## src/sv/lsbx_pkg.sv

```systemverilog
// ---------------------------------------------------------------------------
// lsbx_pkg: shared types and constants of the LSB audio payload extractor
// Transfer structs of both channels, frame layout and register map.
// ---------------------------------------------------------------------------
package lsbx_pkg;

   localparam int NAME_BYTES   = 32;
   localparam int LENGTH_BYTES = 4;

   // samples taken by length, type and name bytes together
   localparam int HEADER_BITS = (LENGTH_BYTES + 1 + NAME_BYTES) * 8;

   localparam int CSR_ADDR_WIDTH = 3;
   localparam int CSR_DATA_WIDTH = 32;

   // register index, taken from paddr[2]
   localparam logic REG_TOTAL_SAMPLES = 1'b0;

   typedef struct packed {
      logic signed [15:0] sample_value;
      logic               start_req;
   } req_type;

   typedef struct packed {
      logic [7:0]  byte_value;
      logic        section;
      logic [4:0]  name_index;
      logic [31:0] payload_length;
      logic        is_file;
      logic        length_error;
      logic        last;
   } rsp_type;

   typedef struct packed {
      logic    valid;
      rsp_type data;
   } result_type;

endpackage

```

## src/sv/lsbx_parser.sv

```systemverilog
// ---------------------------------------------------------------------------
// lsbx_parser: frame parser
// Shifts sample LSBs into bytes and walks length, type, name and payload
// sections; gives at most one result per accepted sample.
// ---------------------------------------------------------------------------
module lsbx_parser
   import lsbx_pkg::*;
(
   input  logic        clock,
   input  logic        reset,
   input  logic        sample_accept,
   input  req_type     sample,
   input  logic [31:0] total_samples,
   output result_type  result
);

   localparam logic [2:0] PH_LEN  = 3'd0;
   localparam logic [2:0] PH_TYPE = 3'd1;
   localparam logic [2:0] PH_NAME = 3'd2;
   localparam logic [2:0] PH_PAY  = 3'd3;
   localparam logic [2:0] PH_DONE = 3'd4;

   logic [2:0]  phase_ff,    phase_in;
   logic [2:0]  bit_cnt_ff,  bit_cnt_in;
   logic [7:0]  shift_ff,    shift_in;
   logic [31:0] count_ff,    count_in;
   logic [31:0] length_ff,   length_in;
   logic        type_ff,     type_in;

   logic [2:0]  phase_base;
   logic [2:0]  bit_cnt_base;
   logic [7:0]  shift_base;
   logic [31:0] count_base;
   logic [31:0] length_base;
   logic        type_base;
   logic [7:0]  byte_now;
   logic [2:0]  bit_cnt_next;
   logic [31:0] count_inc;
   logic [35:0] need;
   logic        over;

   always_comb begin
      if (sample.start_req) begin
         phase_base   = PH_LEN;
         bit_cnt_base = '0;
         shift_base   = '0;
         count_base   = '0;
         length_base  = '0;
         type_base    = 1'b0;
      end else begin
         phase_base   = phase_ff;
         bit_cnt_base = bit_cnt_ff;
         shift_base   = shift_ff;
         count_base   = count_ff;
         length_base  = length_ff;
         type_base    = type_ff;
      end

      byte_now     = {shift_base[6:0], sample.sample_value[0]};
      bit_cnt_next = bit_cnt_base + 3'd1;
      count_inc    = count_base + 32'd1;
      need         = {1'b0, length_base, 3'b000} + 36'(HEADER_BITS);
      over         = need > {4'b0000, total_samples};

      phase_in   = phase_ff;
      bit_cnt_in = bit_cnt_ff;
      shift_in   = shift_ff;
      count_in   = count_ff;
      length_in  = length_ff;
      type_in    = type_ff;

      result.valid               = 1'b0;
      result.data.byte_value     = byte_now;
      result.data.section        = 1'b0;
      result.data.name_index     = count_base[4:0];
      result.data.payload_length = length_base;
      result.data.is_file        = type_base;
      result.data.length_error   = 1'b0;
      result.data.last           = 1'b0;

      if (sample_accept) begin
         phase_in   = phase_base;
         bit_cnt_in = bit_cnt_base;
         shift_in   = shift_base;
         count_in   = count_base;
         length_in  = length_base;
         type_in    = type_base;

         if (phase_base == PH_LEN || phase_base == PH_TYPE ||
             phase_base == PH_NAME || phase_base == PH_PAY) begin
            bit_cnt_in = bit_cnt_next;
            if (bit_cnt_next != 3'd0) begin
               shift_in = byte_now;
            end else begin
               shift_in = '0;
               case (phase_base)
                  PH_LEN: begin
                     length_in = {length_base[23:0], byte_now};
                     count_in  = count_inc;
                     if (count_inc >= 32'(LENGTH_BYTES)) begin
                        count_in = '0;
                        phase_in = PH_TYPE;
                     end
                  end
                  PH_TYPE: begin
                     type_in  = byte_now != 8'd0;
                     count_in = '0;
                     phase_in = PH_NAME;
                  end
                  PH_NAME: begin
                     result.valid = 1'b1;
                     result.data.is_file = type_base;
                     count_in = count_inc;
                     if (count_inc >= 32'(NAME_BYTES)) begin
                        count_in = '0;
                        if (over) begin
                           phase_in = PH_DONE;
                           result.data.length_error = 1'b1;
                           result.data.last         = 1'b1;
                        end else if (length_base == 32'd0) begin
                           phase_in = PH_DONE;
                           result.data.last = 1'b1;
                        end else begin
                           phase_in = PH_PAY;
                        end
                     end
                  end
                  default: begin
                     result.valid           = 1'b1;
                     result.data.section    = 1'b1;
                     result.data.name_index = '0;
                     count_in = count_inc;
                     if (count_inc >= length_base) begin
                        phase_in = PH_DONE;
                        result.data.last = 1'b1;
                     end
                  end
               endcase
            end
         end
      end
   end

   always_ff @(posedge clock) begin
      if (reset) begin
         phase_ff   <= PH_LEN;
         bit_cnt_ff <= '0;
         shift_ff   <= '0;
         count_ff   <= '0;
         length_ff  <= '0;
         type_ff    <= 1'b0;
      end else begin
         phase_ff   <= phase_in;
         bit_cnt_ff <= bit_cnt_in;
         shift_ff   <= shift_in;
         count_ff   <= count_in;
         length_ff  <= length_in;
         type_ff    <= type_in;
      end
   end

endmodule

```

## src/sv/lsb_audio_payload_extractor.sv

```systemverilog
// ---------------------------------------------------------------------------
// A result appears on rsp in the cycle after the sample that completes its
// byte is transferred. Throughput: one sample per cycle, limited only by
// the single output register and its stall. Synchronous reset clears the
// parser to the length section, total_samples to zero and rsp_valid.
// ---------------------------------------------------------------------------
// lsb_audio_payload_extractor: LSB audio payload extractor
// Rebuilds bytes from sample LSBs, parses the frame header and returns
// name and payload bytes with a capacity check.
// ---------------------------------------------------------------------------
module lsb_audio_payload_extractor
   import lsbx_pkg::*;
(
   input  logic                      clock,
   input  logic                      reset,
   input  logic                      req_valid,
   output logic                      req_stall,
   input  req_type                   req_data,
   output logic                      rsp_valid,
   input  logic                      rsp_stall,
   output rsp_type                   rsp_data,
   input  logic                      csr_psel,
   input  logic                      csr_penable,
   input  logic                      csr_pwrite,
   input  logic [CSR_ADDR_WIDTH-1:0] csr_paddr,
   input  logic [CSR_DATA_WIDTH-1:0] csr_pwdata,
   output logic [CSR_DATA_WIDTH-1:0] csr_prdata,
   output logic                      csr_pready
);

   logic [31:0] total_ff,     total_in;
   logic        rsp_valid_ff, rsp_valid_in;
   rsp_type     rsp_data_ff,  rsp_data_in;
   logic        req_accept;
   result_type  result;

   assign csr_pready = 1'b1;
   assign csr_prdata = (csr_paddr[2] == REG_TOTAL_SAMPLES) ? total_ff : '0;

   always_comb begin
      total_in = total_ff;
      if (csr_psel && csr_penable && csr_pwrite &&
          csr_paddr[2] == REG_TOTAL_SAMPLES) begin
         total_in = csr_pwdata;
      end
   end

   assign req_stall  = rsp_valid_ff & rsp_stall;
   assign req_accept = req_valid & ~req_stall;

   lsbx_parser u_parser (
      .clock         (clock),
      .reset         (reset),
      .sample_accept (req_accept),
      .sample        (req_data),
      .total_samples (total_ff),
      .result        (result)
   );

   always_comb begin
      rsp_valid_in = rsp_valid_ff;
      rsp_data_in  = rsp_data_ff;
      if (req_accept && result.valid) begin
         rsp_valid_in = 1'b1;
         rsp_data_in  = result.data;
      end else if (!rsp_stall) begin
         rsp_valid_in = 1'b0;
      end
   end

   always_ff @(posedge clock) begin
      if (reset) begin
         total_ff     <= '0;
         rsp_valid_ff <= 1'b0;
      end else begin
         total_ff     <= total_in;
         rsp_valid_ff <= rsp_valid_in;
      end
   end

   always_ff @(posedge clock) begin
      rsp_data_ff <= rsp_data_in;
   end

   assign rsp_valid = rsp_valid_ff;
   assign rsp_data  = rsp_data_ff;

endmodule
```

## config.mk

```make
export PLATFORM = sky130hd
export DESIGN_NAME = lsb_audio_payload_extractor
export DESIGN_NICKNAME = d
export VERILOG_FILES = /design/src/sv/lsbx_pkg.sv /design/src/sv/lsbx_parser.sv /design/src/sv/lsb_audio_payload_extractor.sv
export SDC_FILE = /design/constraint.sdc
export NUM_CORES = 1
export LEC_CHECK = 0
export BUFFER_PORTS_ARGS = -buffer_cell sky130_fd_sc_hd__buf_4
export CAP_MARGIN = 10
export CORE_UTILIZATION = 55
export CTS_CLUSTER_DIAMETER = 50
export DETAILED_ROUTE_END_ITERATION = 6
export GPL_TIMING_DRIVEN = 0
export HOLD_SLACK_MARGIN = 0.08
export PLACE_DENSITY = 0.77
export SYNTH_ARGS = -nofsm -noshare
export SYNTH_HDL_FRONTEND = slang
export SYNTH_HIERARCHICAL = 1
export SYNTH_SLANG_ARGS = --single-unit
```

## constraint.sdc

```tcl
create_clock -name clock -period 8.93 [get_ports clock]
set_input_delay 1.786 -clock clock [delete_from_list [all_inputs] [get_ports clock]]
set_output_delay 1.786 -clock clock [all_outputs]
set_load 0.02 [all_outputs]
```

==> run_results.csv, run 1 <==
group,metric,value,unit
synth,synthTopCellsByArea,"dfxtp_1 (22%), edfxtp_1 (15%), ha_1 (8.2%), nor2b_1 (4.7%), nand2b_1 (4.2%)",
die,ios,143,
routing,drtPass1Iterations,7,
synth,synth_adder_area_share,8.33,%
place,dp_cells,1473,
global_routing,track_usage,31.0,%
timing,finalMaxSlewViolations,0,
cts,clkSinkCount,160,
cts,cts_hold_buf,0,
setup_path,crit_path_end_kind,"register",
synth,synth_edf_count,49,
synth,synthCells,1124,
cts,tritoncts,"built",
synth,synth_cell_types,73,
die,rows,48,
timing,rsz0062_at_grt,"no",
cts,cts-buffers-inserted,17,
hold_path,min_from,"u_parser/bit_cnt_ff[2]",
synth,avgSynthCellArea,8.79,sq um
global_routing,grt_pass1_wl,44200,um
synth,syn_area,9880,sq um
synth,synth_top_flop_cell,"dfxtp_1",
synth,yosys.area.top_type,"dfxtp_1",
routing,drt-vias-per-instance,6.02,
cells_and_area,nNetsFinal,1390,
power,power,1590,uW
synth,synth_top_family_by_area,"simple AND/OR/NAND/NOR gates",
synth,syn_nets,1248,
cells_and_area,syn_to_final_growth,18.8,%
global_routing,grt_pass1_vias,8542,
timing,slew_headroom,43.9,%
timing,whs,0.459,ns
power,peakVddDrop,0.000136,V
setup_path,cp-start-kind,"input port",
place,io_buffers,123,
setup_path,critPathArrivalTime,8.80,ns
synth,synth_xor_area_share,4.79,%
power,internal_power,1200,uW
cells_and_area,final_design_area_no_fill,11700,sq um
timing,clock_skew,0.0116,ns
power,p_sw,381,uW
place,hpwl,20500,um
synth,yosysSeqAreaShare,37.4,%
die,die_x,136,um
die,initial_core_util,56.7,%
timing,fmax,116,MHz
power,combinationalPowerShare,5.9,%
cts,clkTransAtPathRegs,0.07,ns
timing,period_needed,8.64,ns
routing,wl_per_cell,18.5,um
synth,async_reset_ff_share,0,%
setup_path,crit_fanout,19,
setup_path,r2r_slack,3.48,ns
cells_and_area,fillers,1477,
job,maxCapViolCount,0,
synth,yosys.area_share.simple,25.7,%
synth,ys_ff_latch,160,
synth,synth_warnings,6,
synth,synth.top_cell.area_share,22.5,%
cts,cts_post_setup_buffers_inserted,0,
setup_path,r2r_start,"u_parser/length_ff[0]",
power,seqPwrFrac,47.4,%
power,swShare,24.1,%
hold_path,hold_class,"reg2reg",
timing,tightest_slew,0.842,ns
routing,drc,0,
routing,drt.antenna.violating_nets,0,
cells_and_area,multi_input_area,5540,sq um
global_routing,grt_max_degree,27,
cells_and_area,seqCellArea,3690,sq um
cts,h-tree-depth,4,
setup_path,setup.worst_path.start,"req_data[0]",
routing,drt-total-wl,27900,um
routing,initialDrtViolationCount,1173,
global_routing,grt_overflow,0,
power,powerDensity,135,nW/um^2
power,p_leak,0.00462,uW
die,die_h,136,um
die,die_area,18500,sq um
run_status,status,"completed",
timing,fin_ws,0.290,ns
cells_and_area,diodes,0,
die,core,17400,sq um
cells_and_area,drive_gt1_share,15.1,%
timing,finalCritPeriodShare,96.7,%
place,dpl_cell_area,11100,sq um
timing,hold_violations,0,
cts,cts-root-buf,"clkbuf_16",
setup_path,critPathKind,"in2reg",
synth,synth_compound_area_share,13.5,%
cts,clk_latency,0.44,ns
place,place_ws,-1.12,ns
global_routing,antenna_found_initial,0,
power,power.share.clock,46.7,%
synth,synth_mux_area_share,3.54,%
place,gp_congestion,0.953,
cts,clock_path_buffers,2,
routing,vias,9051,
timing,setup_violations,0,
cells_and_area,instances_no_fill,1504,
setup_path,required,9.09,ns
path summary, 6_finish.rpt:
check | endpoint | depth (start not counted)
setup reg to reg | rsp_data[0] | 19
hold reg to reg | u_parser/bit_cnt_ff[2] | 2
setup / recovery | rsp_data[0] | 26
hold / removal | u_parser/bit_cnt_ff[2] | 2
flip-flops by register name (all words and copies together), names as in the netlist:
signal               count
rsp_data                49
total_ff                32
u_parser/count_ff       32
u_parser/length_ff      32
u_parser/shift_ff        7
u_parser/bit_cnt_ff      3
u_parser/phase_ff        3
rsp_valid                1
u_parser/type_ff         1
what timing repair did:
| action | in CTS | in global routing |
|---|---|---|
| cloned | 0 | 0 |
| resized for setup | 4 | 4 |
| endpoints found under the setup margin | 18 | 33 |
layer usage:
layer	GRT usage, %	vias to the layer above	part of all wire, %
li1	-	4272	-
met1	41.3	4246	43
met2	48.8	455	46
met3	6.94	78	9.0
met4	11.6	0	2.5
met5	0	-	0
critical path: stages:
cell,delay [ns]
buf_4,0.12
buf_2,0.25
buf_1,0.51
clkbuf_4,0.44
clkbuf_2,0.34
clkbuf_1,0.48
buf_2,0.41
buf_2,0.42
nor2b_1,0.15
ha_1,0.24
or2_2,0.30
a31oi_1,0.48
nor4_2,0.22
nand2_1,0.10
or2_2,0.15
o21ai_0,0.09
a21oi_1,0.16
ha_1,0.29
a21oi_1,0.14
o21ai_0,0.11
a221oi_1,0.48
a21oi_1,0.12
o21ai_0,0.36
nand4_1,0.30
nand4_1,0.21
a21oi_1,0.11
per-stage QoR:
stage | TNS [ns] | util [%]
finish | 0 | 67.4
global route | 0 | 67.4
CTS | 0 | 67.4
detailed placement | -15.42 | 63.9
global placement | -42.97 | 63.7
floorplan | 0 | -
placed cells by master, fill, tap and decap left out, types with 43 or more instances in the layout:
cell type	Yosys	final
edfxtp_1	49	49
nand2b_1	67	67
clkbuf_1	48	45
nand2_1	65	65
a21oi_1	43	43
inv_1	74	74
dfxtp_1	111	111
nor2b_1	74	74
nor2_1	104	103
buf_4	3	126
ha_1	65	65
layout make-up:
cell class | instances | area share, %
multi-input combinational | 816 | 47.2
sequential | 160 | 31.5
timing repair buffer | 124 | 8.10
clock inverter | 10 | 0.757
inverter | 75 | 2.40
tap | 225 | 2.40
buffer | 72 | 3.27
clock buffer | 22 | 4.40
cells by family after synthesis:
group	Yosys count
AOI/OAI and AO/OA	194
xor gates and xnor gates	54
adders and majority gates	66
buffers and inverters	148
DFF	160
muxes	35
other	1
and+or+nand+nor	466
power groups by stage:
stage               Clock [uW]  Sequential [uW]  Combinational (uW)
floorplan                    0              766                53.2
global placement             0              767                90.0
detailed placement           0              767                91.1
CTS                        744              751                91.7
global route               776              751                99.8
finish                     741              751                93.4
cell usage after synthesis, drive strengths merged, types with 24 or more instances:
cell,n
nand2,65
ha,65
a21oi,43
dfxtp,111
mux2i,35
nor2,105
a22o,25
o21ai,28
nand4,30
a22oi,40
nand3,25
buf,24
clkbuf,49
xnor2,38
inv,75
edfxtp,49
nor2b,74
nand2b,67
Note: power is estimated with default switching activity, not from simulation.
==> inputs of run 2 (changes only) <==
- CORE_UTILIZATION: 55 -> 50
- PLACE_DENSITY: 0.77 -> 0.71
==> run 2 against run 1 <==
Final cell count rose by 2.7%. Non-clock buffer count rose by 1. Count of clock-buffer cells in the layout did not move. Sequential share of layout area fell by 0.16 points. Clock power rose by 3.6%. Clock skew rose by 0.0065 ns. Worst hold slack improved by 0.0016 ns. Critical path depth rose by 1. Via count fell by 1.8%. Routed wire length fell by 0.86%. Critical endpoint unchanged.
==> run_results.csv, run 2 (synthesized netlist as in run 1, its figures left out) <==
group,metric,value,unit
routing,drc,0,
cts,clkTransAtPathRegs,0.06,ns
cts,h-tree-depth,4,
cells_and_area,fillers,1756,
place,place_ws,-1.17,ns
timing,slew_headroom,43.7,%
power,powerDensity,137,nW/um^2
routing,drt.antenna.violating_nets,0,
cts,clk_latency,0.44,ns
power,peakVddDrop,0.000139,V
cts,tritoncts,"built",
cts,clock_path_buffers,2,
cells_and_area,multi_input_area,5540,sq um
setup_path,required,9.10,ns
setup_path,rr_worst_depth,19,
timing,fin_ws,0.110,ns
cts,clkSinkCount,160,
die,rows,51,
power,p_leak,0.00461,uW
die,core,19400,sq um
global_routing,grt_max_degree,26,
timing,hold_violations,0,
setup_path,r2r_start,"u_parser/length_ff[0]",
setup_path,rr_endpoint,"rsp_data[0]",
job,maxCapViolCount,0,
hold_path,min_from,"u_parser/bit_cnt_ff[2]",
setup_path,crit_path_end_kind,"register",
setup_path,cp-start-kind,"input port",
global_routing,grt_pass1_vias,8413,
global_routing,grt_overflow,0,
die,die_h,143,um
timing,finalMaxSlewViolations,0,
cells_and_area,syn_to_final_growth,19.4,%
die,die_x,143,um
setup_path,cp-endpoint,"rsp_data[0]",
setup_path,r2r_slack,3.44,ns
setup_path,crit_fanout,10,
power,power,1610,uW
setup_path,setup.worst_path.start,"req_data[0]",
cells_and_area,diodes,0,
cts,cts_post_setup_buffers_inserted,0,
timing,rsz0062_at_grt,"no",
setup_path,critPathArrivalTime,8.99,ns
die,ios,143,
cells_and_area,final_cell_mix,"buf_4 (126), dfxtp_1 (111), nor2_1 (103), inv_1 (74), nor2b_1 (74)",
routing,vias,8889,
place,hpwl,20700,um
timing,clock_skew,0.0180,ns
timing,period_needed,8.82,ns
routing,wl_per_cell,17.9,um
place,gp_congestion,0.940,
global_routing,track_usage,28.0,%
cells_and_area,final_common_cell,"buf_4",
timing,setup_violations,0,
die,die_area,20300,sq um
routing,initialDrtViolationCount,985,
timing,final.setup.tns,0,ns
cells_and_area,drive_gt1_share,15.0,%
hold_path,hold_class,"reg2reg",
die,initial_core_util,50.9,%
routing,drtPass1Iterations,7,
cells_and_area,nNetsFinal,1391,
timing,finalCritPeriodShare,98.8,%
cts,cts-root-buf,"clkbuf_16",
global_routing,antenna_found_initial,0,
place,io_buffers,123,
routing,drt-vias-per-instance,5.75,
timing,whs,0.461,ns
cells_and_area,largest_reg_flops,49,
timing,tightest_slew,0.842,ns
global_routing,grt_pass1_wl,43600,um
cells_and_area,seqCellArea,3690,sq um
cts,cts-buffers-inserted,17,
setup_path,critPathKind,"in2reg",
run_status,status,"completed",
routing,drt-total-wl,27600,um
timing,fmax,113,MHz
run 2: changes by cell type in the layout (fill, tap and decap cells not counted), sizes merged:
cell	previous run	this run
buf	148	147
bufinv	0	2
clkbuf	70	72
clkinv	6	3
clkinvlp	0	3
inv	79	77
run 2: cell type report:
type                            count  area share (%)
Buffer                             73            3.29
Multi-Input combinational cell    816            47.0
Tap cell                          265            2.81
Inverter                           75            2.39
Timing Repair Buffer              124            8.00
Clock inverter                     10            1.03
Sequential cell                   160            31.3
Clock buffer                       22            4.21
run 2: worst min-delay path by stage:
| stage | slack (ns) | cells after the start | to |
|---|---|---|---|
| 5_1_grt | 0.48 | 2 | u_parser/bit_cnt_ff[2] |
| 3_5_place_dp | 0.45 | 2 | u_parser/bit_cnt_ff[2] |
| 6_report | 0.46 | 2 | u_parser/bit_cnt_ff[2] |
| 3_3_place_gp | 0.44 | 2 | u_parser/bit_cnt_ff[1] |
| 2_1_floorplan | 0.43 | 2 | u_parser/bit_cnt_ff[1] |
| 4_1_cts | 0.46 | 2 | u_parser/bit_cnt_ff[2] |
run 2: metrics by stage:
step / std cells / util (%) / area (sq um)
5_1_grt: 1545 / 60.8 / 11800
2_1_floorplan: 1124 / - / 9880
3_5_place_dp: 1513 / 57.6 / 11200
4_1_cts: 1545 / 60.8 / 11800
6_report: 1545 / 60.8 / 11800
3_3_place_gp: 1512 / 57.4 / 11100
run 2: worst max-delay path: stages:
cell	delay [ns]
buf_4	0.14
buf_2	0.20
clkbuf_2	0.24
clkbuf_2	0.31
clkbuf_1	0.35
clkbuf_2	0.31
clkbuf_2	0.27
buf_2	0.29
buf_2	0.29
nor2b_1	0.29
ha_1	0.25
or2_2	0.13
a31oi_1	0.21
nor4_2	0.70
nand2_1	0.10
or2_2	0.36
or3_1	0.37
a21oi_1	0.16
ha_1	0.28
a21oi_1	0.16
o21ai_0	0.11
a221oi_1	0.48
a21oi_1	0.13
o21ai_0	0.41
nand4_1	0.30
nand4_1	0.22
a21oi_1	0.11
run 2: routing by layer:
metal	track usage, %	share of wire, %	vias to the layer above
li1	-	-	4256
met4	7.98	2.0	0
met1	37.6	44	4214
met3	6.86	8.1	49
met2	44.4	45	370
met5	0	0	-
run 2: power by group:
group	internal (uW)	leakage (uW)	switching, uW
combinational	36.9	0.00291	56.6
clock	455	0.000291	313
sequential	748	0.00141	2.94
run 2: repair_timing:
item,in CTS,in global routing
resized for setup,4,5
hold buffers,0,0
setup endpoints to repair,5,26
